## src/sv/swr_pkg.sv

```systemverilog
package swr_pkg;

  // Request opcodes.
  localparam logic [1:0] OP_PUSH   = 2'd0;
  localparam logic [1:0] OP_POP    = 2'd1;
  localparam logic [1:0] OP_PEEK   = 2'd2;
  localparam logic [1:0] OP_REMOVE = 2'd3;

  // Result status codes.
  localparam logic [1:0] STAT_OK        = 2'd0;
  localparam logic [1:0] STAT_EMPTY     = 2'd1;
  localparam logic [1:0] STAT_NOT_FOUND = 2'd2;
  localparam logic [1:0] STAT_FULL      = 2'd3;

  // Word returned by a pop or peek on an empty stack.
  localparam logic signed [31:0] EMPTY_WORD = -32'sd1;

  // A classified request as it travels from the front to the back.
  typedef struct packed {
    logic               is_push;
    logic               is_read;
    logic               is_pop;
    logic               is_remove;
    logic signed [31:0] value;
  } cmd_t;

endpackage

```

## src/sv/swr_ifs.sv

```systemverilog
// Request channel: one word per request.
interface swr_req_if import swr_pkg::*; ();
  logic               valid;
  logic               ready;
  logic [1:0]         opcode;
  logic signed [31:0] operand_value;

  modport source (output valid, output opcode, output operand_value, input ready);
  modport sink (input valid, input opcode, input operand_value, output ready);
endinterface

// Response channel: one word per request.
interface swr_rsp_if import swr_pkg::*; ();
  logic               valid;
  logic               ready;
  logic signed [31:0] read_data;
  logic [1:0]         status;
  logic [4:0]         fill_count;

  modport source (output valid, output read_data, output status, output fill_count,
                  input ready);
  modport sink (input valid, input read_data, input status, input fill_count,
                output ready);
endinterface

```

## src/sv/swr_front.sv

```systemverilog
module swr_front import swr_pkg::*; (
  input  logic       clk,
  input  logic       rst,
  swr_req_if.sink    req,
  output logic       cmd_valid,
  input  logic       cmd_ready,
  output cmd_t       cmd
);

  // Turn an opcode into the flags the back acts on.
  function automatic cmd_t classify(logic [1:0] op, logic signed [31:0] val);
    cmd_t c;
    c.is_push   = 1'b0;
    c.is_read   = 1'b0;
    c.is_pop    = 1'b0;
    c.is_remove = 1'b0;
    c.value     = val;
    case (op)
      OP_PUSH:   c.is_push = 1'b1;
      OP_POP: begin
        c.is_read = 1'b1;
        c.is_pop  = 1'b1;
      end
      OP_PEEK:   c.is_read = 1'b1;
      OP_REMOVE: c.is_remove = 1'b1;
      default:   c.is_remove = 1'b1;
    endcase
    return c;
  endfunction

  // Two-entry queue of classified requests.
  cmd_t       slot [2];
  logic       wptr;
  logic       rptr;
  logic [1:0] fill;
  logic       do_wr;
  logic       do_rd;

  assign req.ready = (fill != 2'd2);
  assign cmd_valid = (fill != 2'd0);
  assign cmd       = slot[rptr];
  assign do_wr     = req.valid && req.ready;
  assign do_rd     = cmd_valid && cmd_ready;

  // Pointers and occupancy.
  always_ff @(posedge clk) begin
    if (rst) begin
      wptr <= 1'b0;
      rptr <= 1'b0;
      fill <= 2'd0;
    end else begin
      if (do_wr) wptr <= ~wptr;
      if (do_rd) rptr <= ~rptr;
      case ({do_wr, do_rd})
        2'b10:   fill <= fill + 2'd1;
        2'b01:   fill <= fill - 2'd1;
        default: fill <= fill;
      endcase
    end
  end

  // Queue storage needs no reset.
  always_ff @(posedge clk) begin
    if (do_wr) slot[wptr] <= classify(req.opcode, req.operand_value);
  end

endmodule

```

## src/sv/swr_back.sv

```systemverilog
module swr_back import swr_pkg::*; #(
  parameter int DEPTH = 16
) (
  input  logic       clk,
  input  logic       rst,
  input  logic       cmd_valid,
  output logic       cmd_ready,
  input  cmd_t       cmd,
  swr_rsp_if.source  rsp
);

  localparam int AW = (DEPTH > 1) ? $clog2(DEPTH) : 1;
  localparam int CW = $clog2(DEPTH + 1);
  localparam logic [CW-1:0] FULL_COUNT = CW'(DEPTH);

  typedef enum logic [4:0] {
    S_IDLE = 5'b00001,
    S_READ = 5'b00010,
    S_SCMP = 5'b00100,
    S_HRD  = 5'b01000,
    S_HWR  = 5'b10000
  } state_t;

  state_t             state, state_next;
  logic [CW-1:0]      count, count_next;
  logic [CW-1:0]      ptr, ptr_next;
  logic               cur_pop, cur_pop_next;
  logic signed [31:0] cur_value, cur_value_next;

  logic [CW-1:0]      count_dec;
  logic [CW-1:0]      ptr_dec;
  logic [CW-1:0]      ptr_inc;

  // Entry memory, index 0 at the bottom.
  logic signed [31:0] mem [DEPTH];
  logic signed [31:0] rd_q;
  logic               mem_we;
  logic [AW-1:0]      mem_waddr;
  logic [AW-1:0]      mem_raddr;
  logic signed [31:0] mem_wdata;

  // Result register.
  logic               out_valid;
  logic signed [31:0] out_rd;
  logic [1:0]         out_st;
  logic [4:0]         out_fill;
  logic               res_load;
  logic signed [31:0] res_rd;
  logic [1:0]         res_st;

  assign count_dec = count - 1'b1;
  assign ptr_dec   = ptr - 1'b1;
  assign ptr_inc   = ptr + 1'b1;
  assign cmd_ready = (state == S_IDLE) && (!out_valid || rsp.ready);

  // Sequencer: one request at a time, searching and closing gaps an entry a step.
  always_comb begin
    state_next     = state;
    count_next     = count;
    ptr_next       = ptr;
    cur_pop_next   = cur_pop;
    cur_value_next = cur_value;
    mem_we         = 1'b0;
    mem_waddr      = ptr[AW-1:0];
    mem_wdata      = rd_q;
    mem_raddr      = ptr[AW-1:0];
    res_load       = 1'b0;
    res_rd         = 32'sd0;
    res_st         = STAT_OK;
    case (state)
      S_IDLE: begin
        if (cmd_valid && cmd_ready) begin
          cur_pop_next   = cmd.is_pop;
          cur_value_next = cmd.value;
          if (cmd.is_push) begin
            res_load = 1'b1;
            if (count == FULL_COUNT) begin
              res_st = STAT_FULL;
            end else begin
              mem_we     = 1'b1;
              mem_waddr  = count[AW-1:0];
              mem_wdata  = cmd.value;
              count_next = count + 1'b1;
            end
          end else if (count == '0) begin
            // Empty stack: reads report empty, a remove finds nothing.
            res_load = 1'b1;
            if (cmd.is_remove) begin
              res_st = STAT_NOT_FOUND;
            end else begin
              res_rd = EMPTY_WORD;
              res_st = STAT_EMPTY;
            end
          end else begin
            mem_raddr = count_dec[AW-1:0];
            ptr_next  = count_dec;
            state_next = cmd.is_read ? S_READ : S_SCMP;
          end
        end
      end
      S_READ: begin
        res_load = 1'b1;
        res_rd   = rd_q;
        if (cur_pop) count_next = count_dec;
        state_next = S_IDLE;
      end
      S_SCMP: begin
        // The word at ptr is in rd_q; on a miss fetch the one below.
        if (rd_q == cur_value) begin
          state_next = S_HRD;
        end else if (ptr == '0) begin
          res_load   = 1'b1;
          res_st     = STAT_NOT_FOUND;
          state_next = S_IDLE;
        end else begin
          mem_raddr = ptr_dec[AW-1:0];
          ptr_next  = ptr_dec;
        end
      end
      S_HRD: begin
        if (ptr_inc < count) begin
          mem_raddr  = ptr_inc[AW-1:0];
          state_next = S_HWR;
        end else begin
          count_next = count_dec;
          res_load   = 1'b1;
          state_next = S_IDLE;
        end
      end
      S_HWR: begin
        mem_we     = 1'b1;
        mem_waddr  = ptr[AW-1:0];
        mem_wdata  = rd_q;
        ptr_next   = ptr_inc;
        state_next = S_HRD;
      end
      default: state_next = S_IDLE;
    endcase
  end

  // Control registers.
  always_ff @(posedge clk) begin
    if (rst) begin
      state <= S_IDLE;
      count <= '0;
    end else begin
      state <= state_next;
      count <= count_next;
    end
  end

  // Working registers of the current request.
  always_ff @(posedge clk) begin
    ptr       <= ptr_next;
    cur_pop   <= cur_pop_next;
    cur_value <= cur_value_next;
  end

  // Memory with registered read.
  always_ff @(posedge clk) begin
    if (mem_we) mem[mem_waddr] <= mem_wdata;
    rd_q <= mem[mem_raddr];
  end

  // Result register; a result is loaded only when the slot is free or leaving.
  always_ff @(posedge clk) begin
    if (rst) begin
      out_valid <= 1'b0;
    end else if (res_load) begin
      out_valid <= 1'b1;
    end else if (rsp.ready) begin
      out_valid <= 1'b0;
    end
  end

  always_ff @(posedge clk) begin
    if (res_load) begin
      out_rd   <= res_rd;
      out_st   <= res_st;
      out_fill <= 5'(count_next);
    end
  end

  assign rsp.valid      = out_valid;
  assign rsp.read_data  = out_rd;
  assign rsp.status     = out_st;
  assign rsp.fill_count = out_fill;

endmodule

```

## src/sv/stack_with_remove_by_value.sv

```systemverilog
// Push, and any request on an empty stack, go straight to the result register; pop and
// peek first read the top entry; remove searches down from the top an entry a step, and
// on a match moves each entry above the match down one place.
// The back carries out one request at a time; a two-word queue keeps taking requests
// while a result waits.
// Reset (synchronous): the stack empties and the queue clears; entries are not cleared.
module stack_with_remove_by_value import swr_pkg::*; #(
  parameter int DEPTH = 16
) (
  input  logic       clk,
  input  logic       rst,
  swr_req_if.sink    req,
  swr_rsp_if.source  rsp
);

  logic cmd_valid;
  logic cmd_ready;
  cmd_t cmd;

  // Front: accepts and classifies requests into a short queue.
  swr_front u_front (
    .clk       (clk),
    .rst       (rst),
    .req       (req),
    .cmd_valid (cmd_valid),
    .cmd_ready (cmd_ready),
    .cmd       (cmd)
  );

  // Back: holds the stack and carries out each request.
  swr_back #(
    .DEPTH (DEPTH)
  ) u_back (
    .clk       (clk),
    .rst       (rst),
    .cmd_valid (cmd_valid),
    .cmd_ready (cmd_ready),
    .cmd       (cmd),
    .rsp       (rsp)
  );

endmodule
```

## src/flat_wrapper.sv

```systemverilog
// flat-port wrapper written by rule: the top's interface ports become plain ports
module stack_with_remove_by_value_flat import swr_pkg::*;
#(
  parameter int DEPTH = 16
)
  (clk, rst, req_valid, req_opcode, req_operand_value, req_ready, rsp_valid, rsp_read_data, rsp_status, rsp_fill_count, rsp_ready);
  swr_req_if req_i ();
  swr_rsp_if rsp_i ();
  input  logic clk;
  input  logic rst;
  input wire logic [$bits(req_i.valid)-1:0] req_valid;
  input wire logic [$bits(req_i.opcode)-1:0] req_opcode;
  input wire logic [$bits(req_i.operand_value)-1:0] req_operand_value;
  output wire logic [$bits(req_i.ready)-1:0] req_ready;
  output wire logic [$bits(rsp_i.valid)-1:0] rsp_valid;
  output wire logic [$bits(rsp_i.read_data)-1:0] rsp_read_data;
  output wire logic [$bits(rsp_i.status)-1:0] rsp_status;
  output wire logic [$bits(rsp_i.fill_count)-1:0] rsp_fill_count;
  input wire logic [$bits(rsp_i.ready)-1:0] rsp_ready;
  assign req_i.valid = req_valid;
  assign req_i.opcode = req_opcode;
  assign req_i.operand_value = req_operand_value;
  assign req_ready = req_i.ready;
  assign rsp_valid = rsp_i.valid;
  assign rsp_read_data = rsp_i.read_data;
  assign rsp_status = rsp_i.status;
  assign rsp_fill_count = rsp_i.fill_count;
  assign rsp_i.ready = rsp_ready;
  stack_with_remove_by_value #(.DEPTH(DEPTH)) u_core (.clk(clk), .rst(rst), .req(req_i), .rsp(rsp_i));
endmodule
```

## config.mk

```make
export PLATFORM = sky130hd
export DESIGN_NAME = stack_with_remove_by_value_flat
export DESIGN_NICKNAME = d
export VERILOG_FILES = /design/src/sv/swr_pkg.sv /design/src/sv/swr_ifs.sv /design/src/sv/swr_front.sv /design/src/sv/swr_back.sv /design/src/sv/stack_with_remove_by_value.sv /design/src/flat_wrapper.sv
export SDC_FILE = /design/constraint.sdc
export NUM_CORES = 1
export LEC_CHECK = 0
export BUFFER_PORTS_ARGS = -buffer_cell sky130_fd_sc_hd__buf_2
export CELL_PAD_IN_SITES_DETAIL_PLACEMENT = 0
export CELL_PAD_IN_SITES_GLOBAL_PLACEMENT = 1
export CORE_ASPECT_RATIO = 1.25
export CORE_UTILIZATION = 53
export DETAILED_ROUTE_END_ITERATION = 8
export PLACE_DENSITY = 0.86
export SLEW_MARGIN = 20
export SYNTH_ARGS = -nofsm -noshare
export SYNTH_HDL_FRONTEND = slang
export SYNTH_SLANG_ARGS = --single-unit
```

## constraint.sdc

```tcl
create_clock -name clk -period 5.3 [get_ports clk]
set_input_delay 0.265 -clock clk [delete_from_list [all_inputs] [get_ports clk]]
set_output_delay 0.265 -clock clk [all_outputs]
set_load 0.05 [all_outputs]
```

==> impl_metrics.toml <==
[cells_and_area]
antenna_cells = 0
nNetsFinal = 1998
area_delta_synth_final_pct = 13.3
drive_gt1_share_pct = 14.3
fin_util_pct = 61.2

[die]
coreArea_sq_mm = 0.0518
start_util_pct = 54.0
die_y_um = 259
io_pins = 79
fp-row-count = 93
die-area_sq_mm = 0.0537
die_w_um = 208

[synthesis]
synthMuxAreaShare_pct = 6.14
synth_fp_nets = 1882
syn_area_sq_mm = 0.0280
synth-edff-count = 661
syn_inst = 1830
yosys_warnings = 0
synth_top_family_by_area = "simple AND/OR/NAND/NOR gates"
synth_xor_area_share_pct = 1.47
synth-simple-area-share_pct = 9.51
synth_top_flop_cell = "edfxtp_1"
synth_compound_area_share_pct = 5.67
ys_ff_latch = 709
async_flop_share_pct = 0
yosys.area.top_type = "edfxtp_1"
yosys.cell_count.top_type = "edfxtp_1"
synth_common_cells = "661 x edfxtp_1, 439 x nand2_1, 133 x mux2i_1"
ys_types = 65
synth_area_leaders = "edfxtp_1 71%, nand2_1 5.9%, mux2i_1 4.8%"
seq_area_frac_synth_pct = 74.4
synth_top_cell_area_share_pct = 70.9
synthAdderAreaFrac_pct = 0.626
syn_avg_cell_area_sq_um = 15.3

[clocking]
clock-sinks = 709
numCtsBuffers = 61
ctsResizeCount = 0
cts_tree = "done"
cts-root-buf = "clkbuf_16"
htreeDepth = 2
clkLatencyLatePin_ns = 0.62
clock_path_buffers = 3
clkSlewWorstSetupHoldPaths_ns = 0.06

[global_routing]
grt_pass1_wl_um = 97800
grt_usage_pct = 24.5
first_global_vias = 15900
overflow = 0
antenna_found_initial = 0
grt_max_degree = 129

[timing]
setup_viol = 0
hold_viol_final = 0
rsz0062_at_grt = "false"
setup_tns_ns = 0
slew-limit-headroom_pct = 23.7
maxSlewViolCount = 0
tightest_slew_ns = 1.14
min_period_ns = 4.45
max_freq_mhz = 225
fin_crit_sh_pct = 83.9
fin_skew_ns = 0.0197

[min_path]
hold_path_depth = 2
hold_class = "in2reg"
min_from = "rst"

[critical_path]
cp.arrival_ns = 4.95
rr_startpoint = "u_core.u_back.ptr[0]"
cp.required_ns = 5.80
startpoint_type = "flip-flop"
reg2reg_depth = 13
worstPathMaxFanout = 56
crit_type = "reg2reg"
worst-r2r-setup-slack_ns = 0.85
reg2reg_to = "u_core.u_back.rd_q[19]"
worstSetupEndpointType = "flip-flop"

[power]
ir_worst_vdd_uv = 328
power_frac_comb_pct = 28.4
switching_share_pct = 33.6
p_leak_nw = 11.0
p_sw_mw = 6.11
intPower_mw = 12.1
clock_power_share_pct = 26.0
cellPowerDensity_mw_per_mm2 = 574
sequentialPowerShare_pct = 45.6

[route]
wl_um = 66500
viasPerCell = 6.05
wl_per_cell_um = 25.0
dr.pass1.iters = 5
ant_nets = 0
route.detailed.drc = 0
drtIter0Drc = 1564
vias = 16100

[flow_run]
drv_cap = 0

[placed_design]
dp_hpwl_um = 38800
routabilityCongestion = 0.881
port_buffers = 78

[run_status]
status = "complete, no violations"
worst max-delay path, stage by stage (launching register included):
cell and delay [ns]:
edfxtp_1 0.53, ha_1 0.30, nand3_1 0.11, xnor2_1 0.24, ha_1 0.26, or2_2 0.30
a31oi_1 0.32, o21ai_0 0.25, o2bb2ai_1 0.49, and2_4 0.50, buf_12 0.35, mux2i_1 0.27
a32oi_1 0.11, and4_1 0.25
cell type report:
class / count / area (sq um)
clock buffers: 78 / 1680
flip-flops and latches: 709 / 20800
repair buffers: 147 / 1110
clock inverters: 38 / 487
inverters: 14 / 52.6
multi-input cells: 1013 / 6720
well taps: 665 / 832
fillers: 3686 / 20100
cell families after synthesis:
group | after synthesis
flops | 709
simple gates | 593
compound gates | 192
mux | 167
buf+inv | 108
xor+xnor | 47
fa+ha+maj | 14
how the worst max path moves through the flow:
stage                      startpoint                 endpoint  cells past startpoint
4_1_cts          u_core.u_back.ptr[0]   u_core.u_back.rd_q[19]                     13
3_5_place_dp     u_core.u_back.ptr[0]   u_core.u_back.rd_q[19]                     13
6_report         u_core.u_back.ptr[0]   u_core.u_back.rd_q[19]                     13
5_1_grt          u_core.u_back.ptr[0]   u_core.u_back.rd_q[20]                     13
3_3_place_gp     u_core.u_back.ptr[0]   u_core.u_back.rd_q[13]                     13
2_1_floorplan  u_core.u_back.state[2]  u_core.u_back.mem[8][0]                      9
cells in the final DEF, fill, tap and decap left out, types with 6 or more instances in the layout:
cell	n
a21oi_1	7
a31oi_1	7
a32oi_1	131
and4_1	33
buf_12	10
buf_2	78
buf_4	27
bufinv_16	11
clkbuf_1	9
clkbuf_16	62
clkbuf_8	7
clkinv_1	10
clkinv_2	15
dfxtp_1	47
dlygate4sd3_1	32
edfxtp_1	661
ha_1	14
inv_1	13
mux2_2	33
mux2i_1	133
nand2_1	438
nand3_1	12
nand4_1	6
nor2_1	28
nor2_4	23
nor2b_1	6
nor3_1	14
o21ai_0	11
xnor2_1	24
xor2_1	23
timing repair:
item                      4_1_cts  5_1_grt
hold endpoints to repair       64        0
buffers inserted                0        0
hold buffers                   32        0
stage by stage:
stage | hold WS [ns] | total power [mW] | cell area (sq um) | setup WS (ns) | std cells
6_report | 0.0242 | 18.2 | 31700 | 0.852 | 2664
5_1_grt | 0.0244 | 18.8 | 31700 | 0.665 | 2664
4_1_cts | 0.000340 | 18.2 | 31700 | 0.920 | 2663
3_5_place_dp | 0.456 | 13.5 | 29200 | 1.01 | 2515
3_3_place_gp | 0.456 | 13.3 | 29200 | 1.03 | 2515
2_1_floorplan | 0.337 | 11.8 | 28000 | 1.41 | 1830
power by group through the flow:
stage | sequential, mW | combinational, mW | clock (mW)
floorplan | 8.77 | 3.02 | 0
global placement | 8.36 | 4.93 | 0
detailed placement | 8.39 | 5.08 | 0
CTS | 8.28 | 5.13 | 4.77
global route | 8.34 | 5.49 | 4.99
finish | 8.29 | 5.16 | 4.72
metal layers:
metal	routed length, um	vias up	part of all wire [%]	global-route usage (%)
met5	0	-	0	0
met4	2010	0	3.0	7.94
met3	5140	144	7.7	3.16
met2	33200	740	50	42.6
met1	26200	8059	39	32.2
li1	-	7182	-	-
sequential cells by signal, indices dropped and copies added, names as in the netlist, 2 cells and up, named ones only:
signal,flops
u_core.u_back.state,5
u_core.u_back.ptr,5
u_core.u_back.cur_value,32
u_core.u_back.count,5
u_core.u_back.mem,512
u_core.u_back.rsp.read_data,32
u_core.u_back.rd_q,32
u_core.u_front.slot,72
u_core.u_back.rsp.status,2
u_core.u_back.rsp.fill_count,5
u_core.u_front.fill,2
(Power assumes the default switching activity.)
